--- src/rtl/core/euler_to_rotation_matrix_top_defines.svh ---
// ----------------------------------------------------------------------------
// euler_to_rotation_matrix_top_defines
// assertion macros shared by the rotation matrix block
// ----------------------------------------------------------------------------
`ifndef EULER_TO_ROTATION_MATRIX_TOP_DEFINES_SVH
`define EULER_TO_ROTATION_MATRIX_TOP_DEFINES_SVH

// condition that must hold at every clock edge out of reset
`define E2R_ASSERT_ALWAYS(lbl, expr, msg) \
    lbl: assert property (@(posedge aclk) disable iff (!aresetn) (expr)) else $error(msg);

// condition that must hold in the cycle after a trigger
`define E2R_ASSERT_NEXT(lbl, ante, cons, msg) \
    lbl: assert property (@(posedge aclk) disable iff (!aresetn) (ante) |=> (cons)) \
        else $error(msg);

`endif

--- src/rtl/core/e2r_pkg.sv ---
// ----------------------------------------------------------------------------
// e2r_pkg
// shared types, constants and arithmetic helpers of the rotation matrix block
// ----------------------------------------------------------------------------
package e2r_pkg;

    // default configuration
    localparam int unsigned DEF_ANGLE_FRAC_BITS = 7;
    localparam int unsigned DEF_COEF_FRAC_BITS  = 16;
    localparam int unsigned DEF_TRIG_ITERATIONS = 18;

    // field and datapath widths
    localparam int unsigned FIELD_W     = 18;
    localparam int unsigned ANG_W       = 18;
    localparam int unsigned CW          = 33;
    localparam int unsigned TW          = 32;
    localparam int unsigned MAT_ENTRIES = 9;
    localparam int unsigned ATAN_DEPTH  = 32;

    // cordic start value: inverse of the limit gain in q2.30
    localparam logic signed [CW-1:0] CORDIC_GAIN_INV = 33'sh026DD3B6A;
    localparam logic signed [TW-1:0] ONE_Q30 = 32'sh40000000;

    // arctangent of 2^-i in units of 2^-32 turn
    localparam logic [31:0] ATAN_TURNS [ATAN_DEPTH] = '{
        32'h20000000, 32'h12E4051E, 32'h09FB385B, 32'h051111D4, 32'h028B0D43,
        32'h0145D7E1, 32'h00A2F61E, 32'h00517C55, 32'h0028BE53, 32'h00145F2F,
        32'h000A2F98, 32'h000517CC, 32'h00028BE6, 32'h000145F3, 32'h0000A2FA,
        32'h0000517D, 32'h000028BE, 32'h0000145F, 32'h00000A30, 32'h00000518,
        32'h0000028C, 32'h00000146, 32'h000000A3, 32'h00000051, 32'h00000029,
        32'h00000014, 32'h0000000A, 32'h00000005, 32'h00000003, 32'h00000001,
        32'h00000001, 32'h00000000
    };

    // quadrant codes
    typedef enum logic [1:0] {
        QUAD_0 = 2'd0,
        QUAD_1 = 2'd1,
        QUAD_2 = 2'd2,
        QUAD_3 = 2'd3
    } quad_t;

    typedef logic signed [CW-1:0] cordic_t;
    typedef logic signed [TW-1:0] trig_t;
    typedef logic [MAT_ENTRIES-1:0][FIELD_W-1:0] mat_t;
    typedef logic [63:0][31:0] frac_tab_t;

    // pipeline control passed to every stage group
    typedef struct packed {
        logic en;
        logic vld;
    } pipe_ctrl_t;

    // constant table: fraction of a 45th part in turn units on a 6 bit index
    function automatic frac_tab_t frac_table(input int unsigned sh);
        frac_tab_t t;
        longint unsigned n;
        for (int v = 0; v < 64; v++) begin
            n = longint'(v) << sh;
            t[v] = 32'(n / 45);
        end
        return t;
    endfunction

    // clamp to plus or minus one in q2.30
    function automatic trig_t clamp_one(input cordic_t v);
        trig_t r;
        if (v > CW'(ONE_Q30)) begin
            r = ONE_Q30;
        end else if (v < -CW'(ONE_Q30)) begin
            r = -ONE_Q30;
        end else begin
            r = TW'(v);
        end
        return r;
    endfunction

    // rounded q2.30 product
    function automatic trig_t mul_q30(input trig_t a, input trig_t b);
        logic signed [63:0] p;
        p = 64'(a) * 64'(b) + 64'sh20000000;
        return TW'(p >>> 30);
    endfunction

endpackage

--- src/rtl/core/e2r_reduce.sv ---
// ----------------------------------------------------------------------------
// e2r_reduce
// reduces an angle modulo 360 degrees into a quadrant and a cordic phase
// ----------------------------------------------------------------------------
module e2r_reduce #(
    parameter int unsigned ANGLE_FRAC_BITS = e2r_pkg::DEF_ANGLE_FRAC_BITS
) (
    input  logic                               aclk,
    input  logic                               aresetn,
    input  e2r_pkg::pipe_ctrl_t                ctrl_i,
    input  logic signed [e2r_pkg::ANG_W-1:0]   angle_i,
    output logic                               vld_o,
    output e2r_pkg::quad_t                     quad_o,
    output e2r_pkg::cordic_t                   phase_o
);
    import e2r_pkg::*;

    localparam int unsigned FULL    = 360 << ANGLE_FRAC_BITS;
    localparam int unsigned QUARTER = FULL / 4;
    localparam int unsigned NOFF    = (131072 + FULL - 1) / FULL;
    localparam int unsigned OFF     = NOFF * FULL;
    localparam int unsigned NMUL    = 2 * NOFF;
    localparam int unsigned VW      = 22;
    localparam int unsigned RW      = 19;
    localparam int unsigned UW      = 14;
    localparam int unsigned SH      = 29 - ANGLE_FRAC_BITS;
    localparam int unsigned RECIP   = 1491309;
    localparam int unsigned RSH     = 26;
    localparam frac_tab_t   FRAC_TAB = frac_table(SH);

    logic [VW-1:0]     wrap_val;
    logic [VW-1:0]     mod_next;
    logic [VW-1:0]     mod_reg;
    logic              v1_reg;
    quad_t             quad_next;
    logic [RW-1:0]     rem_next;
    quad_t             q2_reg;
    logic [RW-1:0]     r2_reg;
    logic              v2_reg;
    logic [RW+21:0]    recip_prod;
    logic [UW-1:0]     u3_reg;
    logic [RW-1:0]     r3_reg;
    quad_t             q3_reg;
    logic              v3_reg;
    logic [RW-1:0]     u45;
    logic [RW-1:0]     v_full;
    logic [31:0]       phase_next;
    cordic_t           phase_reg;
    quad_t             q4_reg;
    logic              v4_reg;

    // stage 1: bring the angle into one turn by compare and subtract
    always_comb begin
        wrap_val = VW'(signed'(angle_i)) + VW'(OFF);
        mod_next = wrap_val;
        for (int j = 1; j <= int'(NMUL); j++) begin
            if (wrap_val >= VW'(j * FULL)) begin
                mod_next = wrap_val - VW'(j * FULL);
            end
        end
    end

    // stage 2: quadrant and remainder within the quadrant
    always_comb begin
        if (mod_reg >= VW'(3 * QUARTER)) begin
            quad_next = QUAD_3;
            rem_next  = RW'(mod_reg - VW'(3 * QUARTER));
        end else if (mod_reg >= VW'(2 * QUARTER)) begin
            quad_next = QUAD_2;
            rem_next  = RW'(mod_reg - VW'(2 * QUARTER));
        end else if (mod_reg >= VW'(QUARTER)) begin
            quad_next = QUAD_1;
            rem_next  = RW'(mod_reg - VW'(QUARTER));
        end else begin
            quad_next = QUAD_0;
            rem_next  = RW'(mod_reg);
        end
    end

    // stage 3: remainder divided by 45 through a reciprocal product
    assign recip_prod = (RW+22)'(r2_reg) * (RW+22)'(RECIP);

    // stage 4: phase in turn units from quotient and leftover
    always_comb begin
        u45        = RW'(RW'(u3_reg) * RW'(45));
        v_full     = r3_reg - u45;
        phase_next = (32'(u3_reg) << SH) | FRAC_TAB[v_full[5:0]];
    end

    // pipeline registers
    always_ff @(posedge aclk) begin
        if (!aresetn) begin
            v1_reg <= 1'b0;
            v2_reg <= 1'b0;
            v3_reg <= 1'b0;
            v4_reg <= 1'b0;
        end else if (ctrl_i.en) begin
            v1_reg <= ctrl_i.vld;
            v2_reg <= v1_reg;
            v3_reg <= v2_reg;
            v4_reg <= v3_reg;
        end
    end

    always_ff @(posedge aclk) begin
        if (ctrl_i.en) begin
            mod_reg   <= mod_next;
            q2_reg    <= quad_next;
            r2_reg    <= rem_next;
            u3_reg    <= recip_prod[RSH +: UW];
            r3_reg    <= r2_reg;
            q3_reg    <= q2_reg;
            phase_reg <= cordic_t'({1'b0, phase_next});
            q4_reg    <= q3_reg;
        end
    end

    assign vld_o   = v4_reg;
    assign quad_o  = q4_reg;
    assign phase_o = phase_reg;

endmodule

--- config.mk ---
export PLATFORM = sky130hd
export DESIGN_NAME = e2r_reduce
export DESIGN_NICKNAME = d
export VERILOG_FILES = /design/src/rtl/core/euler_to_rotation_matrix_top_defines.svh /design/src/rtl/core/e2r_pkg.sv /design/src/rtl/core/e2r_reduce.sv
export SDC_FILE = /design/constraint.sdc
export NUM_CORES = 1
export LEC_CHECK = 0
export ABC_CLOCK_PERIOD_IN_PS = 12900
export BUFFER_PORTS_ARGS = -buffer_cell sky130_fd_sc_hd__buf_4
export CORE_MARGIN = 4
export CORE_UTILIZATION = 50
export DETAILED_ROUTE_END_ITERATION = 16
export GPL_TIMING_DRIVEN = 0
export PLACE_DENSITY = 0.75
export SYNTH_ARGS = -nofsm -noshare
export SYNTH_HDL_FRONTEND = slang
export SYNTH_SLANG_ARGS = --single-unit
--- constraint.sdc ---
create_clock -name aclk -period 12.9 [get_ports aclk]
set_clock_uncertainty 0.2 [all_clocks]
set_input_delay 1.935 -clock aclk [delete_from_list [all_inputs] [get_ports aclk]]
set_output_delay 1.935 -clock aclk [all_outputs]
set_load 0.02 [all_outputs]
# [After elaboration in Yosys (flattened, before gate mapping)]
# Memories as Yosys holds them, arrays and structs flattened.
# Cells that the tools add are included.
[totals] inputBits=22 memories=1 word_cells=51 ff_bits=103 out_inout_bits=36 rom_bits=2048
[mem_list] name="(name not given)" depth=64 word_bits=32 rd=1 rd_clocked_by_memory_dff=0 wr=0 line="e2r_reduce.sv:87" text="phase_next = (32'(u3_reg) << SH) | FRAC_TAB[v_full[5:0]];"
[classes] mux=12 reduce_logical=1 mul=2 addsub=11 n_lt_le_gt_ge=10 n_bitwise=1
[ops] cell="22-bit 2-to-1 mux" n=6
[ops] cell="22-bit by 18-bit greater-or-equal comparator with 1-bit output (second input constant)" n=3
[ops] cell="20-bit by 19-bit subtractor with 21-bit output (second input constant)" n=3
[ops] cell="19-bit 2-to-1 mux" n=3
[ops] cell="22-bit by 16-bit greater-or-equal comparator with 1-bit output (second input constant)" n=2
[ops] cell="19-bit by 21-bit multiplier with 40-bit output (second input constant)" n=1
[ops] cell="32-bit 2-to-1 mux" n=1
[ops] cell="32-bit bitwise OR" n=1
[ops] cell="22-bit by 14-bit greater-or-equal comparator with 1-bit output (second input constant)" n=1
[ops] cell="22-bit by 15-bit greater-or-equal comparator with 1-bit output (second input constant)" n=1
[ops] cell="22-bit by 17-bit greater-or-equal comparator with 1-bit output (second input constant)" n=1
[ops] cell="22-bit by 19-bit greater-or-equal comparator with 1-bit output (second input constant)" n=1
[ops] cell="20-bit by 17-bit subtractor with 21-bit output (second input constant)" n=1
[ops] cell="20-bit by 18-bit subtractor with 21-bit output (second input constant)" n=1
[ops] cell="20-bit by 20-bit subtractor with 21-bit output (second input constant)" n=1
[ops] cell="18-bit by 19-bit adder with 20-bit output (second input constant)" n=1
[ops] cell="19-bit by 14-bit subtractor with 19-bit output (second input constant)" n=1
[ops] cell="19-bit by 15-bit subtractor with 19-bit output (second input constant)" n=1
[ops] cell="19-bit by 16-bit subtractor with 19-bit output (second input constant)" n=1
[ops] cell="14-bit by 6-bit multiplier with 6-bit output (second input constant)" n=1
[ops] cell="6-bit by 7-bit less-than comparator with 1-bit output (second input constant)" n=1
[ops] cell="6-bit subtractor" n=1
[ops] cell="1-bit 2-to-1 mux" n=2
[ops] cell="2-bit OR reduction" n=1

# [Depth between registers and ports, before layout]
[logic_depth] word_depth=8 mapped_depth=21 ltp_nobuf=21

# [Worst setup path after synthesis]
# OpenSTA, ideal clock, no wires.
[synth_path] kind="flip-flop to flip-flop" from="register r2_reg[16]" to="register u3_reg[2] (data pin)" required_ps=12439 path_buffers=0 path_stages_with_launch=19 setup_slack_ps=7253 synth_period_minus_slack_ps=5647 arrival_time_ps=5186 setup_time_ps=261 cell_sequence="edfxtp_1 ha_1 inv_1 fa_1 fa_1 fa_1 inv_1 fa_1 inv_1 fa_1 inv_1 ha_1 a21o_1 a21o_1 a21o_1 a21o_1 a21oi_1 a21boi_0 a311o_1"
[synth_via] elab_chain_cells=1
[synth_lines] element="start: declaration" line="e2r_reduce.sv:38" text="logic [RW-1:0] r2_reg;"
[synth_lines] element="start signal: assignment" line="e2r_reduce.sv:109" text="r2_reg <= rem_next;"
[synth_lines] element="19-bit by 21-bit multiplier with 40-bit output" line="e2r_reduce.sv:81" text="assign recip_prod = (RW+22)'(r2_reg) * (RW+22)'(RECIP);"
[synth_lines] element="named net recip_prod[28]" line="e2r_reduce.sv:40" text="logic [RW+21:0] recip_prod;"
[synth_lines] element="end signal: assignment" line="e2r_reduce.sv:110" text="u3_reg <= recip_prod[RSH +: UW];"
[synth_lines] element="end: declaration" line="e2r_reduce.sv:41" text="logic [UW-1:0] u3_reg;"
# The timed path passes the listed nets, and every way through them passes these cells.
# A chain may end at the register's enable or synchronous reset.

# [Worst setup path in the final report]
[layout_path] from="register r2_reg[10]" to="register u3_reg[9] (data pin)"
# Same word-level chain as after synthesis.

==> implementation parameters <==
Parameter                              Value

Outcome
  Result of the run ... finished, final reports clean

STA
  Clock period minus worst slack ... 6130 ps
  Final worst-path cycle share ... 0.475
  Final sum of negative setup slack ... 0 ps
  Headroom to the max-slew limit ... 0.282
  Achievable frequency ... 163 MHz
  Transition time at the pin with the least slew margin ... 1080 ps
  Final count of negative-setup-slack endpoints ... 0
  Final max-slew violation count ... 0
  Final Hold Fails ... 0
  Unrepaired setup endpoints after global routing ... no

Worst setup path
  Setup crit start kind ... flop
  First element of the critical path ... r2_reg[10]$_DFFE_PP_
  Launch instance of the worst register-to-register path ... r2_reg[10]$_DFFE_PP_
  Critical Path RT ... 12810 ps
  Crit Path Max Fanout ... 4
  Arrival time of the worst setup path ... 6040 ps
  Capturing element type of the critical path ... flop
  Critical path start-end classification ... flop to flop

Drt
  Wire length on met2 ... 13200 um
  Met1 routed wirelength after detailed routing ... 11600 um
  Number of violations reported at the end of detailed-routing iteration 0 ... 652
  Length of the first detailed-routing pass in iterations ... 5
  Sum of met3 wire segment lengths after detailed routing ... 1600 um
  Highest metal used ... met4
  WL per Instance ... 17.3 um
  Remaining design rule violation count ... 0
  Via density ... 5.66
  Vias after detailed routing ... 8885
  Final wirelength ... 27200 um
  Remaining antenna violation count ... 0

Logic synthesis
  Average instance area after synthesis ... 9.90 sq um
  Primary flip-flop cell chosen by synthesis mapping ... sky130_fd_sc_hd__edfxtp_1
  Synth Cell Area ... 11700 sq um
  Total number of yosys warnings ... 0
  Number of distinct standard cells referenced by the synthesized netlist ... 94
  Proportion of synthesized chip area in sequential cells ... 0.222
  Main area contributors after synthesis ... sky130_fd_sc_hd__edfxtp_1 (21%), sky130_fd_sc_hd__ha_1 (20%), sky130_fd_sc_hd__fa_1 (19%)
  Synth Register Bits ... 88
  Cell taking the most area after synthesis ... sky130_fd_sc_hd__edfxtp_1
  Mapped Cells ... 1186
  Synthesized Nets ... 1505
  Ys async rst share ... 0
  Post-synth top area share ... 0.215
  Number of synthesized flops with an enable pin ... 84

Finish
  Net count reported at finish ... 1570
  Area growth, synth to finish ... 9.26%
  Number of antenna repair diodes ... 0
  Largest register FFs ... 22
  # fillers ... 2042
  Layout cells sized above 1 ... 0.0971

CTS
  Number of cells upsized or downsized after cts ... 0
  Hold buffer count at cts ... 0
  Number of buffers added for setup after CTS ... 0
  Total CTS buffers ... 9
  Number of sinks on the clock net ... 88
  Reg clk slew, reported paths ... 60 ps
  Root Buffer Master ... sky130_fd_sc_hd__clkbuf_16
  H-tree levels ... 3
  CTS tree ... done
  Clock latency on the worst-skew pair ... 350 ps
  Buffer levels on the longest clock path ... 2

Global routing
  Largest net degree at the start of global routing ... 86
  Total grt overflow ... 0
  Via count of the first global-routing pass ... 8990
  Overall global routing resource usage ... 0.216
  Antenna violations before repair ... 0
  Global-route wire length before repair ... 45300 um

Die
  Standard-cell rows ... 55
  Io pins ... 58
  Overall die area ... 26000 sq um
  Initial Utilization ... 0.514
  Height of the die ... 161 um
  CORE AREA ... 22800 sq um
  Chip Width ... 161 um

Run
  Max capacitance violation total ... 0

Hold path
  Hold WC Path Type ... flop to flop
  Hold path startpoint ... u3_reg[7]$_DFFE_PP_

Placement
  Gpl congestion ... 0.929
  HPWL after detailed placement ... 22400 um
  Count of buffers from port buffering ... 54
==> critical path: stages, from the launching register on <==
cell                        delay [ps]
sky130_fd_sc_hd__edfxtp_1          540
sky130_fd_sc_hd__ha_1              470
sky130_fd_sc_hd__inv_1              90
sky130_fd_sc_hd__fa_1              500
sky130_fd_sc_hd__inv_1              70
sky130_fd_sc_hd__fa_1              510
sky130_fd_sc_hd__fa_1              520
sky130_fd_sc_hd__fa_1              550
sky130_fd_sc_hd__inv_1              60
sky130_fd_sc_hd__fa_1              530
sky130_fd_sc_hd__inv_1              40
sky130_fd_sc_hd__ha_1              300
sky130_fd_sc_hd__and3_1            210
sky130_fd_sc_hd__o2111a_1          200
sky130_fd_sc_hd__nand3_1            80
sky130_fd_sc_hd__a311oi_1          450
sky130_fd_sc_hd__o2111ai_1         190
sky130_fd_sc_hd__nand3_1           130
sky130_fd_sc_hd__a31oi_1           110
sky130_fd_sc_hd__xnor2_1           130
==> metrics by stage <==
step,cell area [sq um],hold slack [ps],setup WS [ps],utilization,instances
after floorplan,11700,200,7250,-,1186
after global placement,12500,201,6800,0.549,1553
after detailed placement,12500,205,6740,0.549,1553
after CTS,12800,220,6760,0.561,1569
after global routing,12800,234,6440,0.561,1569
final,12800,219,6770,0.561,1569
==> final cells by class <==
class / instances / area [sq um] / share of cell area
plain buffers: 47 / 249 / 0.0194
clock buffers: 11 / 233 / 0.0181
clock inverters: 5 / 57.6 / 0.00449
inverters: 245 / 920 / 0.0717
multi-input cells: 806 / 7970 / 0.621
flip-flops and latches: 88 / 2600 / 0.203
well taps: 313 / 392 / 0.0305
repair buffers: 54 / 405 / 0.0316
==> kinds of logic (layout without fill, tap and decap cells) <==
logic type / after synthesis / count (layout) / share of synthesized area
adder cells (fa/ha/maj): 297 / 297 / 0.390
buffers and inverters: 292 / 362 / 0.0996
AO/OA/AOI/OAI: 234 / 234 / 0.146
AND/OR/NAND/NOR: 216 / 216 / 0.0946
flip-flops: 88 / 88 / 0.222
XOR/XNOR: 44 / 44 / 0.0335
multiplexers: 14 / 14 / 0.0152
other: 1 / 1 / 0.000319
==> cell usage in the layout, fill, tap and decap left out, drive strengths merged, types with 5 or more instances in the layout <==
cell type  Yosys  final
inv          245    245
ha           183    183
fa           114    114
edfxtp        84     84
buf           23     77
nand2         60     60
nor2          50     50
o21ai         46     46
a21oi         42     42
clkbuf        24     35
xnor2         34     34
nand3         17     17
a21o          16     16
a211oi        15     15
nor3          14     14
nor4          14     14
nor2b         13     13
a31oi         13     13
xor2          10     10
mux2i         10     10
o211ai         9      9
a311oi         7      7
o31ai          7      7
nand4          7      7
or3            7      7
a32oi          6      6
nand2b         6      6
o221ai         6      6
o21a           6      6
a221oi         6      6
and2           6      6
o311ai         6      6
a2111oi        5      5
==> path summary, 6_finish.rpt <==
kind	endpoint	slack (ps)	cells after the start
setup reg to reg	u3_reg[9]$_DFFE_PP_	6770	19
hold reg to reg	phase_o[29]$_DFFE_PP_	220	0
setup / recovery	u3_reg[9]$_DFFE_PP_	6770	19
hold / removal	phase_o[29]$_DFFE_PP_	220	0
==> synthesized netlist by cell type, types with 4 or more instances <==
library cell and count:
sky130_fd_sc_hd__a2111oi_0 4, sky130_fd_sc_hd__a211oi_1 14, sky130_fd_sc_hd__a21o_1 16, sky130_fd_sc_hd__a21oi_1 42
sky130_fd_sc_hd__a221oi_1 5, sky130_fd_sc_hd__a311oi_1 7, sky130_fd_sc_hd__a31oi_1 13, sky130_fd_sc_hd__a32oi_1 6
sky130_fd_sc_hd__and2_1 4, sky130_fd_sc_hd__and3_1 4, sky130_fd_sc_hd__buf_2 7, sky130_fd_sc_hd__buf_4 12
sky130_fd_sc_hd__clkbuf_1 23, sky130_fd_sc_hd__dfxtp_1 4, sky130_fd_sc_hd__edfxtp_1 84, sky130_fd_sc_hd__fa_1 114
sky130_fd_sc_hd__ha_1 183, sky130_fd_sc_hd__inv_1 241, sky130_fd_sc_hd__inv_2 4, sky130_fd_sc_hd__mux2i_1 10
sky130_fd_sc_hd__nand2_1 57, sky130_fd_sc_hd__nand2b_1 6, sky130_fd_sc_hd__nand3_1 17, sky130_fd_sc_hd__nand3b_1 4
sky130_fd_sc_hd__nand4_1 6, sky130_fd_sc_hd__nor2_1 50, sky130_fd_sc_hd__nor2b_1 13, sky130_fd_sc_hd__nor3_1 14
sky130_fd_sc_hd__nor4_1 13, sky130_fd_sc_hd__o211ai_1 9, sky130_fd_sc_hd__o21a_1 5, sky130_fd_sc_hd__o21ai_0 43
sky130_fd_sc_hd__o221ai_1 6, sky130_fd_sc_hd__o22ai_1 4, sky130_fd_sc_hd__o31a_1 4, sky130_fd_sc_hd__o31ai_1 7
sky130_fd_sc_hd__or3_1 6, sky130_fd_sc_hd__xnor2_1 33, sky130_fd_sc_hd__xor2_1 10
==> layer usage <==
layer,track usage,vias to the layer above
met3,0.0263,54
met4,0.0791,0
met2,0.363,314
met5,0,-
li1,-,4208
met1,0.288,4309
Power is left out: the tool's default activity adds up to more than one toggle a clock period on the data nets, which glitch-free logic cannot reach.
